File: src/assert_macros.svh
// Assertion macros used by the RTL module of the direction quantizer.
`ifndef ASSERT_MACROS_SVH
`define ASSERT_MACROS_SVH

// Same-cycle implication, disabled while the active-low reset is asserted.
`define MDQ_ASSERT_NOW(lbl, clk_s, rstn_s, ante, cons, msg) \
  lbl: assert property (@(posedge clk_s) disable iff (!rstn_s) (ante) |-> (cons)) \
    else $error(msg);

// Next-cycle implication, disabled while the active-low reset is asserted.
`define MDQ_ASSERT_NEXT(lbl, clk_s, rstn_s, ante, cons, msg) \
  lbl: assert property (@(posedge clk_s) disable iff (!rstn_s) (ante) |=> (cons)) \
    else $error(msg);

`endif

File: src/mdq_pkg.sv
// Package with the constants and types of the motion direction quantizer.
package mdq_pkg;

  localparam int COORD_BITS_DEF = 12;
  localparam int DIR_BITS       = 5;

  localparam logic [DIR_BITS-1:0] DIR_NONE    = 5'd0;
  localparam logic [DIR_BITS-1:0] DIR_EAST    = 5'd1;
  localparam logic [DIR_BITS-1:0] DIR_NORTH   = 5'd5;
  localparam logic [DIR_BITS-1:0] DIR_Q2_BASE = 5'd8;
  localparam logic [DIR_BITS-1:0] DIR_WEST    = 5'd9;
  localparam logic [DIR_BITS-1:0] DIR_SOUTH   = 5'd13;
  localparam logic [DIR_BITS-1:0] DIR_Q4_BASE = 5'd16;

  localparam logic [1:0] RANK_BELOW_22 = 2'd0;
  localparam logic [1:0] RANK_BELOW_45 = 2'd1;
  localparam logic [1:0] RANK_BELOW_67 = 2'd2;
  localparam logic [1:0] RANK_ABOVE_67 = 2'd3;

  typedef struct packed {
    logic have;
    logic x_neg;
    logic y_neg;
    logic x_zero;
    logic y_zero;
  } mdq_flags_t;

endpackage

File: src/motion_direction_quantizer_16_top.sv
// Motion direction quantizer: sorts box-center motion into 16 sectors of 22.5 degrees.
//
// Each transaction brings the two corners of a tracked box. The block forms the corner
// sums (twice the box center), subtracts those of the previous transaction and reports
// the motion direction as code 1..16, code 1 starting at 0 degrees and counting
// counterclockwise with y pointing up; code 0 means no earlier box or no motion. The
// sector borders at 22.5 and 67.5 degrees are tested exactly by comparing squares. The
// block is a four-stage pipeline (difference, magnitude, squaring, encoding) that takes
// one transaction per cycle; each stage holds its item only while the stage after it is
// full, so stalls on the output side fill the pipeline before the input side sees
// backpressure.
`include "assert_macros.svh"

module motion_direction_quantizer_16_top
  import mdq_pkg::*;
#(
  parameter int COORD_BITS = COORD_BITS_DEF
) (
  input  logic                  clk,
  input  logic                  rst_n,
  input  logic                  in_valid,
  output logic                  in_ready,
  input  logic [COORD_BITS-1:0] in_corner_a_x,
  input  logic [COORD_BITS-1:0] in_corner_a_y,
  input  logic [COORD_BITS-1:0] in_corner_b_x,
  input  logic [COORD_BITS-1:0] in_corner_b_y,
  output logic                  out_valid,
  input  logic                  out_ready,
  output logic [DIR_BITS-1:0]   out_direction
);

  localparam int SumW  = COORD_BITS + 1;
  localparam int DiffW = SumW + 1;
  localparam int Ax2W  = 2 * SumW;
  localparam int SqSW  = 2 * (SumW + 1);

  logic                    prev_have_r;
  logic [SumW-1:0]         prev_sx_r;
  logic [SumW-1:0]         prev_sy_r;

  logic                    s1_v_r;
  logic                    s1_have_r;
  logic signed [DiffW-1:0] s1_dx_r;
  logic signed [DiffW-1:0] s1_dy_r;

  logic                    s2_v_r;
  mdq_flags_t              s2_flags_r;
  logic [SumW-1:0]         s2_ax_r;
  logic [SumW-1:0]         s2_ay_r;

  logic                    s3_v_r;
  mdq_flags_t              s3_flags_r;
  logic [SqSW-1:0]         s3_sqs_r;
  logic [Ax2W-1:0]         s3_ax2_r;
  logic [Ax2W-1:0]         s3_sqd_r;
  logic                    s3_le_r;
  logic                    s3_lt_r;

  logic                    s4_v_r;
  logic [DIR_BITS-1:0]     s4_dir_r;

  logic                    rdy1;
  logic                    rdy2;
  logic                    rdy3;
  logic                    rdy4;
  logic                    in_acc;

  logic [SumW-1:0]         sx_nxt;
  logic [SumW-1:0]         sy_nxt;
  logic signed [DiffW-1:0] dx_nxt;
  logic signed [DiffW-1:0] dy_nxt;

  logic signed [DiffW-1:0] dx_abs;
  logic signed [DiffW-1:0] dy_abs;
  mdq_flags_t              flags_nxt;

  logic [SumW:0]           s_sum;
  logic [SumW-1:0]         d_diff;
  logic [SqSW-1:0]         sqs_nxt;
  logic [Ax2W-1:0]         ax2_nxt;
  logic [Ax2W-1:0]         sqd_nxt;

  logic [SqSW-1:0]         two_ax2;
  logic                    lt22;
  logic                    lt67;
  logic [1:0]              rank_hi;
  logic [1:0]              rank_lo;
  logic [DIR_BITS-1:0]     dir_nxt;

  assign rdy4     = !s4_v_r || out_ready;
  assign rdy3     = !s3_v_r || rdy4;
  assign rdy2     = !s2_v_r || rdy3;
  assign rdy1     = !s1_v_r || rdy2;
  assign in_ready = rdy1;
  assign in_acc   = in_valid && rdy1;

  assign out_valid     = s4_v_r;
  assign out_direction = s4_dir_r;

  // Stage 1: corner sums and signed motion, y flipped to point up.
  always_comb begin
    sx_nxt = SumW'({1'b0, in_corner_a_x}) + SumW'({1'b0, in_corner_b_x});
    sy_nxt = SumW'({1'b0, in_corner_a_y}) + SumW'({1'b0, in_corner_b_y});
    dx_nxt = signed'({1'b0, sx_nxt}) - signed'({1'b0, prev_sx_r});
    dy_nxt = signed'({1'b0, prev_sy_r}) - signed'({1'b0, sy_nxt});
  end

  // Stage 2: magnitudes and quadrant flags.
  always_comb begin
    dx_abs           = s1_dx_r[DiffW-1] ? -s1_dx_r : s1_dx_r;
    dy_abs           = s1_dy_r[DiffW-1] ? -s1_dy_r : s1_dy_r;
    flags_nxt.have   = s1_have_r;
    flags_nxt.x_neg  = s1_dx_r[DiffW-1];
    flags_nxt.y_neg  = s1_dy_r[DiffW-1];
    flags_nxt.x_zero = (s1_dx_r == '0);
    flags_nxt.y_zero = (s1_dy_r == '0);
  end

  // Stage 3: the squares used for the exact tangent tests.
  always_comb begin
    s_sum   = {1'b0, s2_ax_r} + {1'b0, s2_ay_r};
    d_diff  = (s2_ay_r > s2_ax_r) ? (s2_ay_r - s2_ax_r) : '0;
    sqs_nxt = s_sum * s_sum;
    ax2_nxt = s2_ax_r * s2_ax_r;
    sqd_nxt = d_diff * d_diff;
  end

  // Stage 4: sector ranks within the quadrant and final code.
  always_comb begin
    two_ax2 = {1'b0, s3_ax2_r, 1'b0};
    lt22    = (s3_sqs_r < two_ax2);
    lt67    = s3_le_r || ({2'b00, s3_sqd_r} < two_ax2);
    if (lt22) begin
      rank_hi = RANK_BELOW_22;
      rank_lo = RANK_BELOW_22;
    end else begin
      rank_hi = s3_lt_r ? RANK_BELOW_45 : (lt67 ? RANK_BELOW_67 : RANK_ABOVE_67);
      rank_lo = s3_le_r ? RANK_BELOW_45 : (lt67 ? RANK_BELOW_67 : RANK_ABOVE_67);
    end
    if (!s3_flags_r.have || (s3_flags_r.x_zero && s3_flags_r.y_zero)) begin
      dir_nxt = DIR_NONE;
    end else if (s3_flags_r.x_zero) begin
      dir_nxt = s3_flags_r.y_neg ? DIR_SOUTH : DIR_NORTH;
    end else if (s3_flags_r.y_zero) begin
      dir_nxt = s3_flags_r.x_neg ? DIR_WEST : DIR_EAST;
    end else if (!s3_flags_r.x_neg && !s3_flags_r.y_neg) begin
      dir_nxt = DIR_EAST + DIR_BITS'(rank_hi);
    end else if (s3_flags_r.x_neg && s3_flags_r.y_neg) begin
      dir_nxt = DIR_WEST + DIR_BITS'(rank_hi);
    end else if (s3_flags_r.x_neg) begin
      dir_nxt = DIR_Q2_BASE - DIR_BITS'(rank_lo);
    end else begin
      dir_nxt = DIR_Q4_BASE - DIR_BITS'(rank_lo);
    end
  end

  always_ff @(posedge clk) begin
    if (!rst_n) begin
      prev_have_r <= 1'b0;
      prev_sx_r   <= '0;
      prev_sy_r   <= '0;
      s1_v_r      <= 1'b0;
      s2_v_r      <= 1'b0;
      s3_v_r      <= 1'b0;
      s4_v_r      <= 1'b0;
    end else begin
      if (in_acc) begin
        prev_have_r <= 1'b1;
        prev_sx_r   <= sx_nxt;
        prev_sy_r   <= sy_nxt;
      end
      if (rdy1) begin
        s1_v_r <= in_valid;
      end
      if (rdy2) begin
        s2_v_r <= s1_v_r;
      end
      if (rdy3) begin
        s3_v_r <= s2_v_r;
      end
      if (rdy4) begin
        s4_v_r <= s3_v_r;
      end
    end
  end

  always_ff @(posedge clk) begin
    if (rdy1) begin
      s1_have_r <= prev_have_r;
      s1_dx_r   <= dx_nxt;
      s1_dy_r   <= dy_nxt;
    end
    if (rdy2) begin
      s2_flags_r <= flags_nxt;
      s2_ax_r    <= dx_abs[SumW-1:0];
      s2_ay_r    <= dy_abs[SumW-1:0];
    end
    if (rdy3) begin
      s3_flags_r <= s2_flags_r;
      s3_sqs_r   <= sqs_nxt;
      s3_ax2_r   <= ax2_nxt;
      s3_sqd_r   <= sqd_nxt;
      s3_le_r    <= (s2_ay_r <= s2_ax_r);
      s3_lt_r    <= (s2_ay_r < s2_ax_r);
    end
    if (rdy4) begin
      s4_dir_r <= dir_nxt;
    end
  end

  `MDQ_ASSERT_NEXT(a_have_set, clk, rst_n, in_acc, prev_have_r, "previous box not recorded")
  `MDQ_ASSERT_NEXT(a_first_item, clk, rst_n, in_acc && !prev_have_r, s1_v_r && !s1_have_r, "first transaction lost its no-previous mark")
  `MDQ_ASSERT_NEXT(a_s3_hold, clk, rst_n, s3_v_r && !rdy4, s3_v_r && $stable(s3_ax2_r) && $stable(s3_flags_r), "stalled stage 3 changed")
  `MDQ_ASSERT_NOW(a_dir_range, clk, rst_n, s4_v_r, s4_dir_r <= DIR_Q4_BASE, "direction code out of range")

endmodule
File: config.mk
export PLATFORM = sky130hd
export DESIGN_NAME = motion_direction_quantizer_16_top
export DESIGN_NICKNAME = d
export VERILOG_FILES = /design/src/mdq_pkg.sv /design/src/motion_direction_quantizer_16_top.sv
export VERILOG_INCLUDE_DIRS = /design/src /design/src/src
export SDC_FILE = /design/constraint.sdc
export NUM_CORES = 1
export LEC_CHECK = 0
export BUFFER_PORTS_ARGS = -buffer_cell sky130_fd_sc_hd__buf_2
export CORE_ASPECT_RATIO = 0.8
export CORE_UTILIZATION = 55
export DETAILED_ROUTE_END_ITERATION = 10
export HOLD_SLACK_MARGIN = 0.06
export PLACE_DENSITY = 0.71
export SLEW_MARGIN = 20
export SYNTH_ARGS = -nofsm -noshare
export SYNTH_HDL_FRONTEND = slang
export SYNTH_SLANG_ARGS = --single-unit
File: constraint.sdc
create_clock -name clk -period 9.77 [get_ports clk]
set_input_delay 0.4885 -clock clk [delete_from_list [all_inputs] [get_ports clk]]
set_output_delay 0.4885 -clock clk [all_outputs]
set_load 0.02 [all_outputs]
==> results of run 1 <==
-- through the flow --
stage          instances  worst slack (ps)  hold slack (ps)  cell area (um^2)
6_report            3299               603              304             26600
5_1_grt             3298               134              291             26500
4_1_cts             3298               688              289             26500
3_5_place_dp        3266               724              409             25900
3_3_place_gp        3266               979              407             25900
2_1_floorplan       2625              1960              400             24900
-- state kept, by name, indices dropped and copies added (netlist names), 5 cells and up --
signal and flops:
s3_sqs_r 26, s3_ax2_r 25, s3_sqd_r 24, s1_dx_r 14, s1_dy_r 14, prev_sx_r 13
prev_sy_r 13, s2_ax_r 13, s2_ay_r 13, out_direction 5, s2_flags_r 5, s3_flags_r 5
-- routing by layer --
metal	vias to the layer above	wire [um]	track usage (%)
met4	0	1010	6.16
met5	-	0	0
li1	8637	-	-
met1	8820	25800	36.4
met2	569	26000	40.8
met3	67	4340	5.79
-- path summary, 6_finish.rpt --
kind | from | end | slack, ps | cells after the start
worst max-delay path | s2_ax_r[3] | s3_sqs_r[23] | 600 | 29
worst min-delay path | in_valid | s1_v_r | 300 | 3
worst min register to register | s2_flags_r[2] | s3_flags_r[2] | 420 | 0
worst max register to register | s2_ax_r[3] | s3_sqs_r[23] | 600 | 29
-- worst reg2reg max path: cells and delay by family (launching register included) --
kind                     cells  cell delay [ps]
XOR/XNOR                     2              710
AND/OR/NAND/NOR              2              570
adder cells (fa/ha/maj)      8             3910
flip-flops                   1              540
AO/OA/AOI/OAI               10             2060
buffers and inverters        7             1120
-- layout make-up --
cell class                 count  area (um^2)
timing repair buffer          83          478
clock inverter                14          160
antenna                        1         2.50
clock buffer                  18          450
fill                        3794        18000
multi-input combinational   1870        17700
sequential                   178         5030
inverter                     532         2000
tap                          603          754
-- Yosys cell counts (4+ instances only) --
| master | n |
|---|---|
| ha_1 | 342 |
| clkbuf_1 | 33 |
| a211o_1 | 5 |
| nand2_1 | 189 |
| nor3_1 | 36 |
| o31ai_1 | 9 |
| or3_1 | 10 |
| nor2b_1 | 20 |
| inv_1 | 518 |
| nand4_1 | 13 |
| edfxtp_1 | 147 |
| xnor2_1 | 123 |
| fa_1 | 317 |
| a31oi_1 | 10 |
| buf_2 | 9 |
| clkinv_1 | 9 |
| o21bai_1 | 22 |
| a21boi_0 | 5 |
| a211oi_1 | 15 |
| o21a_1 | 19 |
| a21o_1 | 52 |
| nor2_1 | 245 |
| xor2_1 | 42 |
| and3_1 | 18 |
| nand3_1 | 31 |
| nand4b_1 | 4 |
| a21oi_1 | 120 |
| or2_2 | 8 |
| and2_1 | 27 |
| nand2b_1 | 33 |
| o211ai_1 | 9 |
| inv_2 | 5 |
| dfxtp_1 | 31 |
| o41ai_1 | 10 |
| o21ai_0 | 63 |
| or2_1 | 4 |
| or4_1 | 4 |
-- logic make-up after synthesis --
logic type      share of synthesized area [%]
simple gates                             12.0
mux                                     0.216
xor+xnor                                 5.81
other cells                            0.0151
compound gates                           10.2
buf+inv                                  8.78
fa+ha+maj                                42.7
flops                                    20.2
==> results.cfg, run 1 <==
[grt]
grt_pass1_wl_mm = 92.7
grt_max_degree = 83
grt_usage_pct = 25.9
grt_pass1_vias = 18203
overflow = 0
grt_antenna_before_repair = 1

[logic_synthesis]
synth_flop_cell = edfxtp_1
synth_top_area_cell = fa_1
synth_area_um2 = 24900
avgSynthCellArea_um2 = 9.47
yosys_warnings = 0
yosysSeqAreaShare_pct = 20.2
synth_cell_type_count = 81
syn_inst = 2625
syn-num-nets = 3336
synth_area_leaders = fa_1 (26%), edfxtp_1 (18%), ha_1 (17%), inv_1 (7.8%), xnor2_1 (4.3%)
synth-async-reset-ratio_pct = 0
yosysTopAreaCellShare_pct = 25.5
ys_ff_latch = 178
synth_edf_count = 147

[timing]
fmax_mhz = 109
fin_tns_setup_ps = 0
rsz0062_at_grt = false
tightest_slew_ps = 1160
fin_crit_ps = 9170
drv_slew = 0
final-hold-violation-count = 0
relSlewSlack_pct = 21.9
finClkSkew_ps = 14.3
finalCritPeriodShare_pct = 93.8
setup_viol = 0

[clocking]
cts_buffers = 17
post-cts-setup-buffers = 0
clk_pin_slew_ps = 80
postCtsResizedCells = 0
clkLatencyLatePin_ps = 450
hold_buffers = 0
clock_path_buffers = 2
clock-sinks = 178
htreeDepth = 4
tritoncts = built
cts_root_buf = clkbuf_16

[drt]
antenna_left = 0
viasPerCell = 5.48
vias = 18093
drtIter0Drc = 1199
wl_mm = 57.2
drt_pass1_iterations = 6
drc = 0
wl_per_cell_um = 17.3

[worst_hold_path]
min_path_type = in -> reg

[cells_and_area]
utilization_pct = 59.6
final_nets = 3393
final_cell_mix = inv_1 (518), ha_1 (342), fa_1 (317), nor2_1 (245), nand2_1 (188)
drive_above_1_share_pct = 5.45
mostFrequentLayoutCell = inv_1
area_growth_pct = 6.76

[setup_path]
path_max_fanout = 9
cp_slowest_cell = xnor2_1
cp_slowest_stage_delay_ps = 630
worstPathRequired_ps = 9970
cpMostUsedCell = fa_1
cp_top_family = adder cells
cp-end-kind = register
start_kind = register
worstSetupPathType = reg -> reg
worstPathArrival_ps = 9370
cp_num_buf_inv = 7

[place]
place_congestion = 0.948
portBuffers = 58
dp_hpwl_mm = 48.1

[die]
die_h_um = 192
io_pins = 59
coreArea_um2 = 44500
fp-row-count = 69
die_w_um = 240
die-area_um2 = 46100
initial_core_util_pct = 55.8

[job]
drv_cap = 0

[status]
status = complete, no violations
Power of run 1 is not shown: default switching activity piles up to over one toggle a cycle in this logic, so the estimate is an artifact.
==> run 2: changes to the inputs <==
--- a/config.mk
+++ b/config.mk
@@ -6,12 +6,13 @@
 export SDC_FILE = /design/constraint.sdc
 export NUM_CORES = 1
 export LEC_CHECK = 0
+export ABC_AREA = 1
 export BUFFER_PORTS_ARGS = -buffer_cell sky130_fd_sc_hd__buf_2
 export CORE_ASPECT_RATIO = 0.8
-export CORE_UTILIZATION = 55
+export CORE_MARGIN = 1.5
+export CORE_UTILIZATION = 34
 export DETAILED_ROUTE_END_ITERATION = 10
 export HOLD_SLACK_MARGIN = 0.06
-export PLACE_DENSITY = 0.71
 export SLEW_MARGIN = 20
 export SYNTH_ARGS = -nofsm -noshare
 export SYNTH_HDL_FRONTEND = slang
==> run 2 against run 1 <==
Net effect:
- die area increased by 70%
- final cell count increased by 26%
- area after synthesis increased by 4.6%
- register-to-register slack improved by 950 ps
- clock skew decreased by 0.74 ps
- count of clock-buffer cells in the layout decreased by 1
==> results.cfg, run 2 <==
[cells_and_area]
drive_above_1_share_pct = 5.51
area_growth_pct = 7.86
mostFrequentLayoutCell = inv_1
antenna_cells = 0
utilization_pct = 37.1
regMostFlops = s3_sqs_r
reg_top3 = s3_sqs_r x26, s3_ax2_r x25, s3_sqd_r x24
instances_no_fill = 4171
fillers = 7791
largest_reg_flops = 26
final_cell_mix = inv_1 (731), nand2_1 (554), ha_1 (342), fa_1 (317), nor2_1 (230)
final_nets = 3857

[clocking]
cts_root_buf = clkbuf_16
cts_buffers = 17
clkLatencyLatePin_ps = 450
hold_buffers = 0
clock-sinks = 178
post-cts-setup-buffers = 0
clock_path_buffers = 2
postCtsResizedCells = 0
clk_pin_slew_ps = 80
tritoncts = built
htreeDepth = 4

[logic_synthesis]
yosys_warnings = 0
syn_inst = 3093
syn-num-nets = 3804
synth_cell_type_count = 55
synth_top_area_cell = fa_1
synth_area_um2 = 26000
avgSynthCellArea_um2 = 8.41
synth_flop_cell = edfxtp_1
yosysSeqAreaShare_pct = 19.3
synth-async-reset-ratio_pct = 0
ys_ff_latch = 178
synth_area_leaders = fa_1 (24%), edfxtp_1 (17%), ha_1 (16%), inv_1 (11%), nand2_1 (8.0%)
synth_edf_count = 147
yosysMostFrequentCell = inv_1
yosysTopAreaCellShare_pct = 24.4
synthTopCellsByCount = inv_1 (732), nand2_1 (554), ha_1 (342)

[timing]
final-hold-violation-count = 0
tightest_slew_ps = 1000
drv_slew = 0
fmax_mhz = 122
fin_tns_setup_ps = 0
setup_viol = 0
finalCritPeriodShare_pct = 84.1
finClkSkew_ps = 13.6
fin_crit_ps = 8220
rsz0062_at_grt = false
relSlewSlack_pct = 33.0

[grt]
grt_pass1_wl_mm = 99.0
grt_usage_pct = 15.7
grt_antenna_before_repair = 0
grt_pass1_vias = 19344
grt_max_degree = 76
overflow = 0

[place]
portBuffers = 58
place_congestion = 0.922
place_inst = 4139
dp_hpwl_mm = 51.6

[drt]
vias = 19364
antenna_left = 0
drtIter0Drc = 1323
wl_per_cell_um = 14.3
drc = 0
wl_mm = 59.8
drt_pass1_iterations = 5
viasPerCell = 4.64

[setup_path]
start_kind = register
cp_slowest_cell = xor2_1
worstPathArrival_ps = 8410
cp_slowest_stage_delay_ps = 730
path_max_fanout = 13
worstSetupPathType = reg -> reg
cp-end-kind = register
worstPathRequired_ps = 9970

[die]
die_h_um = 250
io_pins = 59
die_w_um = 312
die-area_um2 = 78200
coreArea_um2 = 75600
fp-row-count = 90
initial_core_util_pct = 34.4

[worst_hold_path]
min_path_type = reg -> reg

[job]
drv_cap = 0

[status]
status = complete, no violations
==> run 2: routing by layer <==
layer | vias up | routed length [um] | track usage, %
li1 | 9706 | - | -
met1 | 9209 | 30700 | 24.0
met2 | 413 | 25200 | 23.6
met3 | 36 | 3420 | 2.39
met4 | 0 | 526 | 2.16
met5 | - | 0 | 0
==> run 2: critical path, delay by kind of cell (launching register included) <==
| family | cells | cell delay, ps |
|---|---|---|
| AOI/OAI and AO/OA | 1 | 490 |
| xor gates and xnor gates | 2 | 790 |
| adders and majority gates | 8 | 3690 |
| buffers and inverters | 7 | 1230 |
| DFF | 1 | 660 |
| and+or+nand+nor | 8 | 1090 |
==> run 2: final timing paths <==
check / depth (start not counted) / startpoint / endpoint / slack [ps]
worst min-delay path: 0 / s2_flags_r[4] / s3_flags_r[4] / 420
worst max register to register: 26 / s2_ax_r[2] / s3_sqs_r[26] / 1550
worst max-delay path: 26 / s2_ax_r[2] / s3_sqs_r[26] / 1550
worst min register to register: 0 / s2_flags_r[4] / s3_flags_r[4] / 420
==> run 2: area by class of cell <==
type / instances / area (um^2) / share of cell area (%)
Clock buffer: 17 / 425 / 1.52
Tap cell: 1012 / 1270 / 4.51
Inverter: 756 / 2840 / 10.1
Timing Repair Buffer: 72 / 395 / 1.41
Multi-Input combinational cell: 2121 / 18000 / 64.0
Clock inverter: 15 / 144 / 0.513
Sequential cell: 178 / 5030 / 17.9
==> run 2: through the flow <==
step	hold WS (ps)	setup WS, ps	cell area (um^2)
6_report	423	1550	28100
3_3_place_gp	402	1580	27500
3_5_place_dp	408	1480	27500
4_1_cts	410	1430	28100
2_1_floorplan	400	2880	26000
5_1_grt	422	1120	28100
==> run 2: kinds of logic (layout without fill, tap and decap cells) <==
group	after synthesis	in the layout	synth area share, %
xor+xnor	150	150	5.08
other cells	1	1	0.0144
fa+ha+maj	659	659	40.8
simple gates	964	964	15.5
buf+inv	794	860	11.7
compound gates	347	347	7.53
flops	178	178	19.3
Power of run 2 is left out for the same reason.
